--- config.mk ---
export PLATFORM = sky130hd
export DESIGN_NAME = dynamic_priority_scheduler
export DESIGN_NICKNAME = d
export VERILOG_FILES = /design/src/hw/rtl/dps_pkg.sv /design/src/hw/rtl/dps_ctrl.sv /design/src/hw/rtl/dps_datapath.sv /design/src/hw/rtl/dynamic_priority_scheduler.sv
export SDC_FILE = /design/constraint.sdc
export NUM_CORES = 1
export LEC_CHECK = 0
export BUFFER_PORTS_ARGS = -buffer_cell sky130_fd_sc_hd__clkbuf_2
export CELL_PAD_IN_SITES_DETAIL_PLACEMENT = 1
export CELL_PAD_IN_SITES_GLOBAL_PLACEMENT = 2
export CORE_MARGIN = 5
export CORE_UTILIZATION = 47
export CTS_BUF_LIST = sky130_fd_sc_hd__clkbuf_16
export CTS_CLUSTER_SIZE = 30
export DETAILED_ROUTE_END_ITERATION = 16
export PLACE_DENSITY = 0.77
export SKIP_CTS_REPAIR_TIMING = 1
export SYNTH_ARGS = -nofsm -noshare
export SYNTH_HDL_FRONTEND = slang
export SYNTH_SLANG_ARGS = --single-unit
--- constraint.sdc ---
create_clock -name clk -period 3.7 [get_ports clk]
set_clock_uncertainty 0.05 [all_clocks]
set_input_delay 0.37 -clock clk [delete_from_list [all_inputs] [get_ports clk]]
set_output_delay 0.37 -clock clk [all_outputs]
set_load 0.02 [all_outputs]
--- src/hw/rtl/dps_pkg.sv ---
// Shared types for the dynamic priority scheduler: item and result beats,
// the slot table entry and the controller-to-datapath command group.
// No dependencies.
`timescale 1ns / 1ps
`default_nettype none

package dps_pkg;

	typedef struct packed {
		logic              kind;
		logic [2:0]        entry_slot;
		logic signed [7:0] start_priority;
		logic [7:0]        required_time;
	} item_t;

	typedef struct packed {
		logic       served;
		logic [2:0] served_slot;
		logic [7:0] allocated_time;
		logic [7:0] remaining_time;
		logic       finished;
		logic       all_idle;
	} result_t;

	typedef struct packed {
		logic signed [7:0] prio;
		logic [7:0]        remaining;
		logic [7:0]        allocated;
	} slot_entry_t;

	typedef struct packed {
		logic latch_item;
		logic clr_best;
		logic do_load;
		logic scan_rd;
		logic do_update;
		logic push;
	} cmd_t;

	localparam logic KIND_LOAD = 1'b0;
	localparam logic KIND_TICK = 1'b1;

	localparam logic signed [7:0] PRIO_FLOOR = 8'sh80;
	localparam logic [7:0]        ALLOC_CEIL = 8'hff;

endpackage

`default_nettype wire

--- src/hw/rtl/dps_ctrl.sv ---
// Controller for the dynamic priority scheduler: sequences load, slot scan,
// update and result push. Depends on dps_pkg.
`timescale 1ns / 1ps
`default_nettype none

module dps_ctrl
	import dps_pkg::*;
#(
	parameter int SLOTS = 8,
	parameter int IDX_W = 3
) (
	input  wire logic             clk,
	input  wire logic             arst_n,
	input  wire logic             item_valid,
	input  wire logic             item_kind,
	output logic                  item_ready,
	output logic                  result_valid,
	input  wire logic             result_ready,
	output cmd_t                  cmd,
	output logic [IDX_W-1:0]      scan_idx
);

	localparam logic [2:0] ST_IDLE   = 3'd0;
	localparam logic [2:0] ST_LOAD   = 3'd1;
	localparam logic [2:0] ST_SCAN   = 3'd2;
	localparam logic [2:0] ST_DRAIN  = 3'd3;
	localparam logic [2:0] ST_UPDATE = 3'd4;
	localparam logic [2:0] ST_PUSH   = 3'd5;

	localparam logic [IDX_W-1:0] LAST_IDX = IDX_W'(SLOTS - 1);
	localparam logic [IDX_W-1:0] IDX_ONE  = IDX_W'(1);

	logic [2:0]       state_q, state_d;
	logic [IDX_W-1:0] scan_idx_q;
	logic             out_valid_q;
	logic             accept;
	logic             out_free;

	assign accept   = item_valid && item_ready;
	assign out_free = !out_valid_q || result_ready;

	always_comb begin
		state_d    = state_q;
		item_ready = 1'b0;
		cmd        = '0;
		case (state_q)
			ST_IDLE: begin
				item_ready = 1'b1;
				if (item_valid) begin
					cmd.latch_item = 1'b1;
					cmd.clr_best   = 1'b1;
					state_d = (item_kind == KIND_TICK) ? ST_SCAN : ST_LOAD;
				end
			end
			ST_LOAD: begin
				cmd.do_load = 1'b1;
				state_d = ST_PUSH;
			end
			ST_SCAN: begin
				cmd.scan_rd = 1'b1;
				if (scan_idx_q == LAST_IDX) begin
					state_d = ST_DRAIN;
				end
			end
			ST_DRAIN: begin
				// last read beat is compared here
				state_d = ST_UPDATE;
			end
			ST_UPDATE: begin
				cmd.do_update = 1'b1;
				state_d = ST_PUSH;
			end
			ST_PUSH: begin
				if (out_free) begin
					cmd.push = 1'b1;
					state_d = ST_IDLE;
				end
			end
			default: begin
				state_d = ST_IDLE;
			end
		endcase
	end

	always_ff @(posedge clk or negedge arst_n) begin
		if (!arst_n) begin
			state_q     <= ST_IDLE;
			scan_idx_q  <= '0;
			out_valid_q <= 1'b0;
		end else begin
			state_q <= state_d;
			if (accept) begin
				scan_idx_q <= '0;
			end else if (cmd.scan_rd && scan_idx_q != LAST_IDX) begin
				scan_idx_q <= scan_idx_q + IDX_ONE;
			end
			if (cmd.push) begin
				out_valid_q <= 1'b1;
			end else if (result_ready) begin
				out_valid_q <= 1'b0;
			end
		end
	end

	assign scan_idx     = scan_idx_q;
	assign result_valid = out_valid_q;

endmodule

`default_nettype wire

--- src/hw/rtl/dps_datapath.sv ---
// Datapath for the dynamic priority scheduler: slot table memory, active
// bits, running best-slot compare, slot update and result registers.
// Depends on dps_pkg.
`timescale 1ns / 1ps
`default_nettype none

module dps_datapath
	import dps_pkg::*;
#(
	parameter int SLOTS = 8,
	parameter int IDX_W = 3
) (
	input  wire logic             clk,
	input  wire logic             arst_n,
	input  wire cmd_t             cmd,
	input  wire logic [IDX_W-1:0] scan_idx,
	input  wire item_t            item,
	output result_t               result
);

	slot_entry_t mem_q [SLOTS];

	item_t            item_q;
	logic [SLOTS-1:0] active_q, active_nx;

	logic             rd_vld_s1;
	logic [IDX_W-1:0] rd_idx_s1;
	slot_entry_t      rdata_s1;

	logic             best_found_q;
	logic [IDX_W-1:0] best_idx_q;
	slot_entry_t      best_q;

	result_t res_q, res_d;
	result_t result_q;

	logic [IDX_W+2:0] load_wide;
	logic [IDX_W-1:0] load_idx;
	logic             load_ok;
	logic [IDX_W+2:0] best_wide;
	logic             take_rd;

	slot_entry_t upd_entry;
	logic        upd_finished;

	logic             we;
	logic [IDX_W-1:0] waddr;
	slot_entry_t      wdata;

	assign load_wide = {{IDX_W{1'b0}}, item_q.entry_slot};
	assign load_idx  = load_wide[IDX_W-1:0];
	assign load_ok   = int'(item_q.entry_slot) < SLOTS;
	assign best_wide = {3'b000, best_idx_q};

	// strict greater keeps the lowest slot on a tie
	assign take_rd = rd_vld_s1 && active_q[rd_idx_s1]
		&& (!best_found_q || rdata_s1.prio > best_q.prio);

	always_comb begin
		upd_entry.allocated = (best_q.allocated == ALLOC_CEIL) ? ALLOC_CEIL
			: best_q.allocated + 8'd1;
		upd_entry.remaining = (best_q.remaining != 8'd0) ? best_q.remaining - 8'd1
			: 8'd0;
		upd_entry.prio      = (best_q.prio == PRIO_FLOOR) ? PRIO_FLOOR
			: best_q.prio - 8'sd1;
		upd_finished        = upd_entry.remaining == 8'd0;
	end

	always_comb begin
		active_nx = active_q;
		we        = 1'b0;
		waddr     = best_idx_q;
		wdata     = upd_entry;
		if (cmd.do_load && load_ok) begin
			active_nx[load_idx] = item_q.required_time != 8'd0;
			we    = 1'b1;
			waddr = load_idx;
			wdata = '{prio: item_q.start_priority, remaining: item_q.required_time,
				allocated: 8'd0};
		end
		if (cmd.do_update && best_found_q) begin
			we = 1'b1;
			if (upd_finished) begin
				active_nx[best_idx_q] = 1'b0;
			end
		end
	end

	always_comb begin
		res_d          = '0;
		res_d.all_idle = ~|active_nx;
		if (cmd.do_update && best_found_q) begin
			res_d.served         = 1'b1;
			res_d.served_slot    = best_wide[2:0];
			res_d.allocated_time = upd_entry.allocated;
			res_d.remaining_time = upd_entry.remaining;
			res_d.finished       = upd_finished;
		end
	end

	// slot table: one write port, one registered read port
	always_ff @(posedge clk) begin
		if (we) begin
			mem_q[waddr] <= wdata;
		end
		if (cmd.scan_rd) begin
			rdata_s1 <= mem_q[scan_idx];
		end
	end

	always_ff @(posedge clk or negedge arst_n) begin
		if (!arst_n) begin
			active_q     <= '0;
			rd_vld_s1    <= 1'b0;
			best_found_q <= 1'b0;
		end else begin
			active_q  <= active_nx;
			rd_vld_s1 <= cmd.scan_rd;
			if (cmd.clr_best) begin
				best_found_q <= 1'b0;
			end else if (take_rd) begin
				best_found_q <= 1'b1;
			end
		end
	end

	always_ff @(posedge clk) begin
		rd_idx_s1 <= scan_idx;
		if (cmd.latch_item) begin
			item_q <= item;
		end
		if (take_rd) begin
			best_idx_q <= rd_idx_s1;
			best_q     <= rdata_s1;
		end
		if (cmd.do_load || cmd.do_update) begin
			res_q <= res_d;
		end
		if (cmd.push) begin
			result_q <= res_q;
		end
	end

	assign result = result_q;

endmodule

`default_nettype wire

--- src/hw/rtl/dynamic_priority_scheduler.sv ---
// Channel | Handshake                  | Payload
// item    | item_valid / item_ready    | item   (item_t: load or tick)
// result  | result_valid / result_ready| result (result_t: one per item)
//
// A load passes through load and push; a tick scans the slot table through its
// single read port, one slot a cycle, then drains, updates and pushes. Reset
// (arst_n low) clears the active bits, so every slot is inactive.
// The result register holds a beat while result_ready is low; the next item is
// still taken and worked, and waits in a staging register until the beat leaves.
// Top level of the dynamic priority scheduler; depends on dps_pkg, dps_ctrl,
// dps_datapath.
`timescale 1ns / 1ps
`default_nettype none

module dynamic_priority_scheduler
	import dps_pkg::*;
#(
	parameter int SLOTS = 8
) (
	input  wire logic clk,
	input  wire logic arst_n,
	input  wire logic item_valid,
	output logic      item_ready,
	input  wire item_t item,
	output logic      result_valid,
	input  wire logic result_ready,
	output result_t   result
);

	localparam int IDX_W = (SLOTS > 1) ? $clog2(SLOTS) : 1;

	cmd_t             cmd;
	logic [IDX_W-1:0] scan_idx;

	dps_ctrl #(
		.SLOTS(SLOTS),
		.IDX_W(IDX_W)
	) u_ctrl (
		.clk         (clk),
		.arst_n      (arst_n),
		.item_valid  (item_valid),
		.item_kind   (item.kind),
		.item_ready  (item_ready),
		.result_valid(result_valid),
		.result_ready(result_ready),
		.cmd         (cmd),
		.scan_idx    (scan_idx)
	);

	dps_datapath #(
		.SLOTS(SLOTS),
		.IDX_W(IDX_W)
	) u_datapath (
		.clk     (clk),
		.arst_n  (arst_n),
		.cmd     (cmd),
		.scan_idx(scan_idx),
		.item    (item),
		.result  (result)
	);

endmodule

`default_nettype wire

== Word level (Yosys, flattened, before mapping) ==
Memories as Yosys holds them, arrays and structs flattened. A register that Yosys moved wholly into a read port is not among the register bits.
Cells that the tools add are included.

* Register bits after elaboration: 110
* RAM bits: 192
* Input bits: 24
* Output and inout bits: 24
* Logic and storage cells: 113
* Memories kept: 1

* $add $sub $neg: 4
* Magnitude comparators: 6
* Equality and inequality tests: 12
* Multiplexer cells: 39
* Bitwise operators: 2
* Reduce and logical (&&, ||, !) cells: 23

{| class="wikitable"
|+ Memory list
! name !! depth !! bits a word !! rd ports !! clocked after Yosys merged registers in !! wr ports !! line !! source
|-
| u_datapath.mem_q || 8 || 24 || 1 || 1 || 1 || dps_datapath.sv:21 || <nowiki>slot_entry_t mem_q [SLOTS];</nowiki>
|}

{| class="wikitable"
|+ Operators with widths
! cell !! number
|-
| two-way mux 8 bit || 6
|-
| two-way mux 24 bit || 1
|-
| two-way mux 21 bit || 1
|-
| two-way mux 3 bit || 6
|-
| two-way mux 1 bit || 17
|-
| equality test 8 bit, second input constant || 2
|-
| nonzero test 8 bit || 2
|-
| one-hot mux 3 bit (5 select lines) || 1
|-
| < comparator 3 x 4 -> 1 bit, second input constant || 3
|-
| equality test 3 bit, second input constant || 3
|-
| adder 8 x 1 -> 8 bit, second input constant || 1
|-
| AND 8 bit || 1
|-
| bitwise mux 8 bit || 1
|-
| greater-than comparator 8 bit || 1
|-
| logical NOT 8 bit || 1
|-
| inverter 8 bit || 1
|-
| OR reduction 8 bit || 1
|-
| subtractor 8 x 1 -> 8 bit, second input constant || 1
|-
| subtractor 8 x 2 -> 8 bit, second input constant || 1
|-
| logical AND 1 bit || 7
|-
| demux 1 bit (select 3 bit) || 2
|-
| equality test 3 x 2 -> 1 bit, second input constant || 2
|-
| >= comparator 3 x 1 -> 1 bit, second input constant || 2
|-
| two-way mux 2 bit || 3
|-
| other kinds (12) || 19
|}

== Logic depth before layout (Yosys ltp) ==
* Depth after elaboration: 11
* Gate-level depth with buffers: 8
* Mapped depth without buffers: 8

== Hierarchy ==
Synthesis repeated with hierarchy kept, for this count alone.

* Cells, all modules: 699
* Area, all modules: 12912.4 sq um

{| class="wikitable"
|+ By module, submodules not included
! module !! times used !! cells each !! area each (sq um) !! sequential area each (sq um)
|-
| dps_datapath || 1 || 652 || 12423.2 || 9499.1
|-
| dps_ctrl || 1 || 47 || 489.2 || 175.2
|}

== Least setup slack after synthesis ==
OpenSTA, ideal clock, no wires.

* Path kind: flip-flop to flip-flop
* From: register u_datapath.best_q[18] (netlist name)
* To: register u_datapath.best_idx_q[0], enable pin
* Library setup time: 428 ps
* Arrival time: 2739 ps
* Path slack: 483 ps
* Stages on the path, launching flop included: 9
* Buffers on the path: 0
* Period minus slack after synthesis: 3217 ps
* Cells stage by stage: edfxtp_1 > inv_1 > ha_1 > and4_1 > nand4_1 > o311ai_0 > o211ai_1 > nand3_1 > a31oi_1

* Word-level cells in the longest chain between the ends: 3

{| class="wikitable"
|+ Ends and longest elaborated chain
! item !! line !! source
|-
| start, declared || dps_datapath.sv:32 || <nowiki>slot_entry_t best_q;</nowiki>
|-
| start signal, assigned || dps_datapath.sv:134 || <nowiki>best_q <= rdata_s1;</nowiki>
|-
| greater-than comparator 8 bit || dps_datapath.sv:57 || <nowiki>&& (!best_found_q || rdata_s1.prio > best_q.prio);</nowiki>
|-
| logical OR 1 bit || dps_datapath.sv:57 ||
|-
| logical AND 1 bit || dps_datapath.sv:57 ||
|-
| net u_datapath.take_rd || dps_datapath.sv:41 || <nowiki>logic take_rd;</nowiki>
|-
| end signal, assigned || dps_datapath.sv:133 || <nowiki>best_idx_q <= rd_idx_s1;</nowiki>
|-
| end, declared || dps_datapath.sv:31 || <nowiki>logic [IDX_W-1:0] best_idx_q;</nowiki>
|}

The timed path passes the listed nets, and every way through them passes these cells.
A chain may end at the register's enable or synchronous reset.

== Worst setup path after layout ==
* From: register u_ctrl.state_q[0]
* To: memory u_datapath.mem_q[7][0] (netlist name), enable pin

* Word-level cells in the longest chain between the ends: 6
* Elaborated cells between the ends (all ways): 10

{| class="wikitable"
|+ Ends and longest elaborated chain
! item !! line !! source
|-
| start, declared || dps_ctrl.sv:33 || <nowiki>logic [2:0] state_q, state_d;</nowiki>
|-
| start signal, assigned || dps_ctrl.sv:91 || <nowiki>state_q <= state_d;</nowiki>
|-
| equality test 3 x 1 -> 1 bit / equality test 3 bit (equally long branches) || dps_ctrl.sv:46 || <nowiki>case (state_q)</nowiki>
|-
| two-way mux 1 bit || dps_ctrl.sv:46 ||
|-
| two-way mux 1 bit / logical AND 1 bit (equally long branches) || dps_datapath.sv:74, dps_datapath.sv:81 ||
|-
| two-way mux 1 bit || dps_datapath.sv:81 || <nowiki>if (cmd.do_update && best_found_q) begin</nowiki>
|-
| two-way mux 1 bit || dps_datapath.sv:103 || <nowiki>if (we) begin</nowiki>
|-
| two-way mux 1 bit (implied by the code) || dps_datapath.sv:104 || <nowiki>mem_q[waddr] <= wdata;</nowiki>
|-
| end, declared || dps_datapath.sv:21 ||
|}

Several ways; a longest one is shown, not always the timed one.

==> results.cfg <==
[status]
status = completed

[critical_path]
path_class = reg2reg
cp-startpoint = u_ctrl.state_q[0]
cp.depth = 5
critical_path_arrival_ns = 2.91
ff2ff_setup_slack_ns = 0.89
cp-end-kind = flip-flop
crit_path_max_incr_delay_ns = 0.65
crit_end = u_datapath.mem_q[7][0]
path_cells = nor3b_4, buf_4, a21oi_1, nor2_2, buf_4
r2r_start = u_ctrl.state_q[0]
startpoint_type = flip-flop
r2r_cells = 5
crit_required_ns = 3.80
crit_buf_inv = 2
rr_endpoint = u_datapath.mem_q[7][0]
critPathSlowestCell = nor3b_4
crit_fanout = 24
cpMostUsedCell = buf_4
crit_family = simple AND/OR/NAND/NOR gates

[drt]
via_per_inst = 5.760
ant_nets = 0
vias = 6780
wire_per_inst_um = 23.60
routed_wl_um = 27770
drc = 0
first_pass_iters = 4
first_iter_violations = 490

[logic_synthesis]
synthArstFlopShare_pct = 5.215
syn_avg_cell_area_um2 = 17.89
synth_edf_count = 306
yosys-top-cells-area = edfxtp_1 (71%), mux4_2 (8.7%), dfrtp_1 (3.3%)
synth_top_area_cell = edfxtp_1
syn_inst = 725
syn_area_um2 = 12970
netlist.area_leader.share_pct = 70.85
seq_area_frac_synth_pct = 74.60
synth_nets = 764
yosys-top-cells-count = edfxtp_1 (306), nor2_1 (58), mux4_2 (50)
ys_seq_elements = 326
synth_top_flop_cell = edfxtp_1
synth_cell_types = 54
synth_warnings = 0
yosysMostFrequentCell = edfxtp_1

[sta]
slew_headroom_pct = 19.04
setup_slack_ns = 0.8856
holdWs_ns = 0.03395
setup_viol = 0
slew_viol_final = 0
rsz0062_at_grt = false
finalSetupTns_ns = 0
hold_violations = 0
fmax_mhz = 355.3
fin_crit_sh_pct = 76.07
worst_slew_pin_slew_ns = 1.204
period_needed_ns = 2.814

[final_layout]
n_antenna_cell = 0
fill_cells = 2432
design_area_um2 = 14910
drive_gt1_share_pct = 24.40
fin_cells = 1177
nets = 854
area_growth_pct = 15.00
final_core_util_pct = 55.19

[floorplanning]
die_area_um2 = 31010
die_w_um = 176.1
die_height_um = 176.1
fp.coreArea_um2 = 27030
placementRows = 60
pin_count = 48
initial_core_util_pct = 47.99

[power]
vdd_drop_max_mv = 0.3419
power_mw = 10.60
p_per_area_nw_per_um2 = 710.5
p_leak_nw = 4.980

[flow_run]
drv_cap = 0

[cts]
cts.path.max_buffers = 3
clock-sinks = 326
clk_latency_ns = 0.51
cts_root_buf = clkbuf_16
cts_max_level = 2
cts_inserted_buffers = 34
cts_tree = built
clk_pin_slew_ns = 0.06

[worst_hold_path]
hold_class = in2reg

[global_route]
antenna_found_initial = 0
grt.total_usage_pct = 18.22
grt_remaining_overflow = 0
grt_max_degree = 34
grt_pass1_wl_um = 43520
grt_pass1_vias = 7358

[place]
post_dp_cell_area_um2 = 13700
dp_slack_ns = 0.8848
dp_hpwl_um = 18050
place_congestion = 0.8396
portBuffers = 47
dp_cells = 1101
-- report_power, final --
| group | total, mW | leakage [nW] | switching (mW) | internal, mW |
|---|---|---|---|---|
| combinational | 2.12 | 1.42 | 1.29 | 0.831 |
| clock | 3.17 | 0.531 | 1.32 | 1.85 |
| sequential | 5.31 | 3.03 | 0.380 | 4.93 |
-- metal layers --
layer	track usage (%)	wire [µm]	up-vias
li1	-	-	3047
met1	24.55	12020	3560
met2	31.38	14250	139
met5	0	0	-
met3	2.677	1029	34
met4	4.743	471	0
-- kinds of logic after synthesis --
group,share of synthesized area (%)
xor+xnor,0.9455
compound gates,3.676
fa+ha+maj,1.447
simple gates,6.078
buf+inv,1.553
flops,74.60
mux,11.70
-- placed cells by master (no fill, tap or decap), types with 4 or more instances in the layout --
cell	n
inv_1	21
nor2_1	49
and2_1	4
mux2i_1	11
nand2_1	22
clkbuf_2	47
a21oi_1	32
nor3_1	13
nor4_1	5
edfxtp_1	306
dlygate4sd3_1	19
nand2b_1	4
mux4_2	50
a31oi_1	8
xnor2_1	13
clkinv_2	7
buf_4	20
o31ai_1	5
nand4_1	5
nand3_1	15
and3_1	4
dfrtp_1	15
o21ai_0	15
nor2b_1	6
clkbuf_16	35
mux2_2	25
clkinv_1	5
ha_1	15
nor2_2	9
-- worst min-delay path by stage --
| stage | start | end | slack [ns] | depth (start not counted) |
|---|---|---|---|---|
| 6_report | item[4] | u_datapath.item_q[4] | 0.03 | 1 |
| 5_1_grt | item[4] | u_datapath.item_q[4] | 0.02 | 1 |
| 4_1_cts | arst_n | u_datapath.rd_vld_s1 | -0.24 | 1 |
| 3_5_place_dp | arst_n | u_datapath.best_found_q | 0.29 | 1 |
| 3_3_place_gp | arst_n | u_datapath.rd_vld_s1 | 0.28 | 1 |
| 2_1_floorplan | arst_n | u_ctrl.result_valid | 0.02 | 0 |
-- state kept, by name (all words and copies together) (netlist names) --
signal	count
u_datapath.best_idx_q	3
u_datapath.res_q	22
u_datapath.mem_q	192
u_datapath.active_q	8
u_datapath.best_q	24
u_ctrl.result_valid	1
u_datapath.result	22
u_datapath.rdata_s1	24
u_ctrl.state_q	3
u_datapath.rd_idx_s1	3
u_datapath.item_q	16
u_datapath.best_found_q	1
u_datapath.rd_vld_s1	1
u_ctrl.scan_idx	3
u_datapath.load_idx	3
-- final cells by class --
type                       instances  area, µm²  share of cell area (%)
timing repair buffer              87      595.6                   3.993
clock buffer                      35      875.8                   5.872
tap                              341      426.7                   2.861
clock inverter                    22      152.6                   1.023
sequential                       326       9677                   64.88
inverter                          15      56.30                  0.3775
multi-input combinational        351       3131                   20.99
Power figures use the tool's default switching activity.
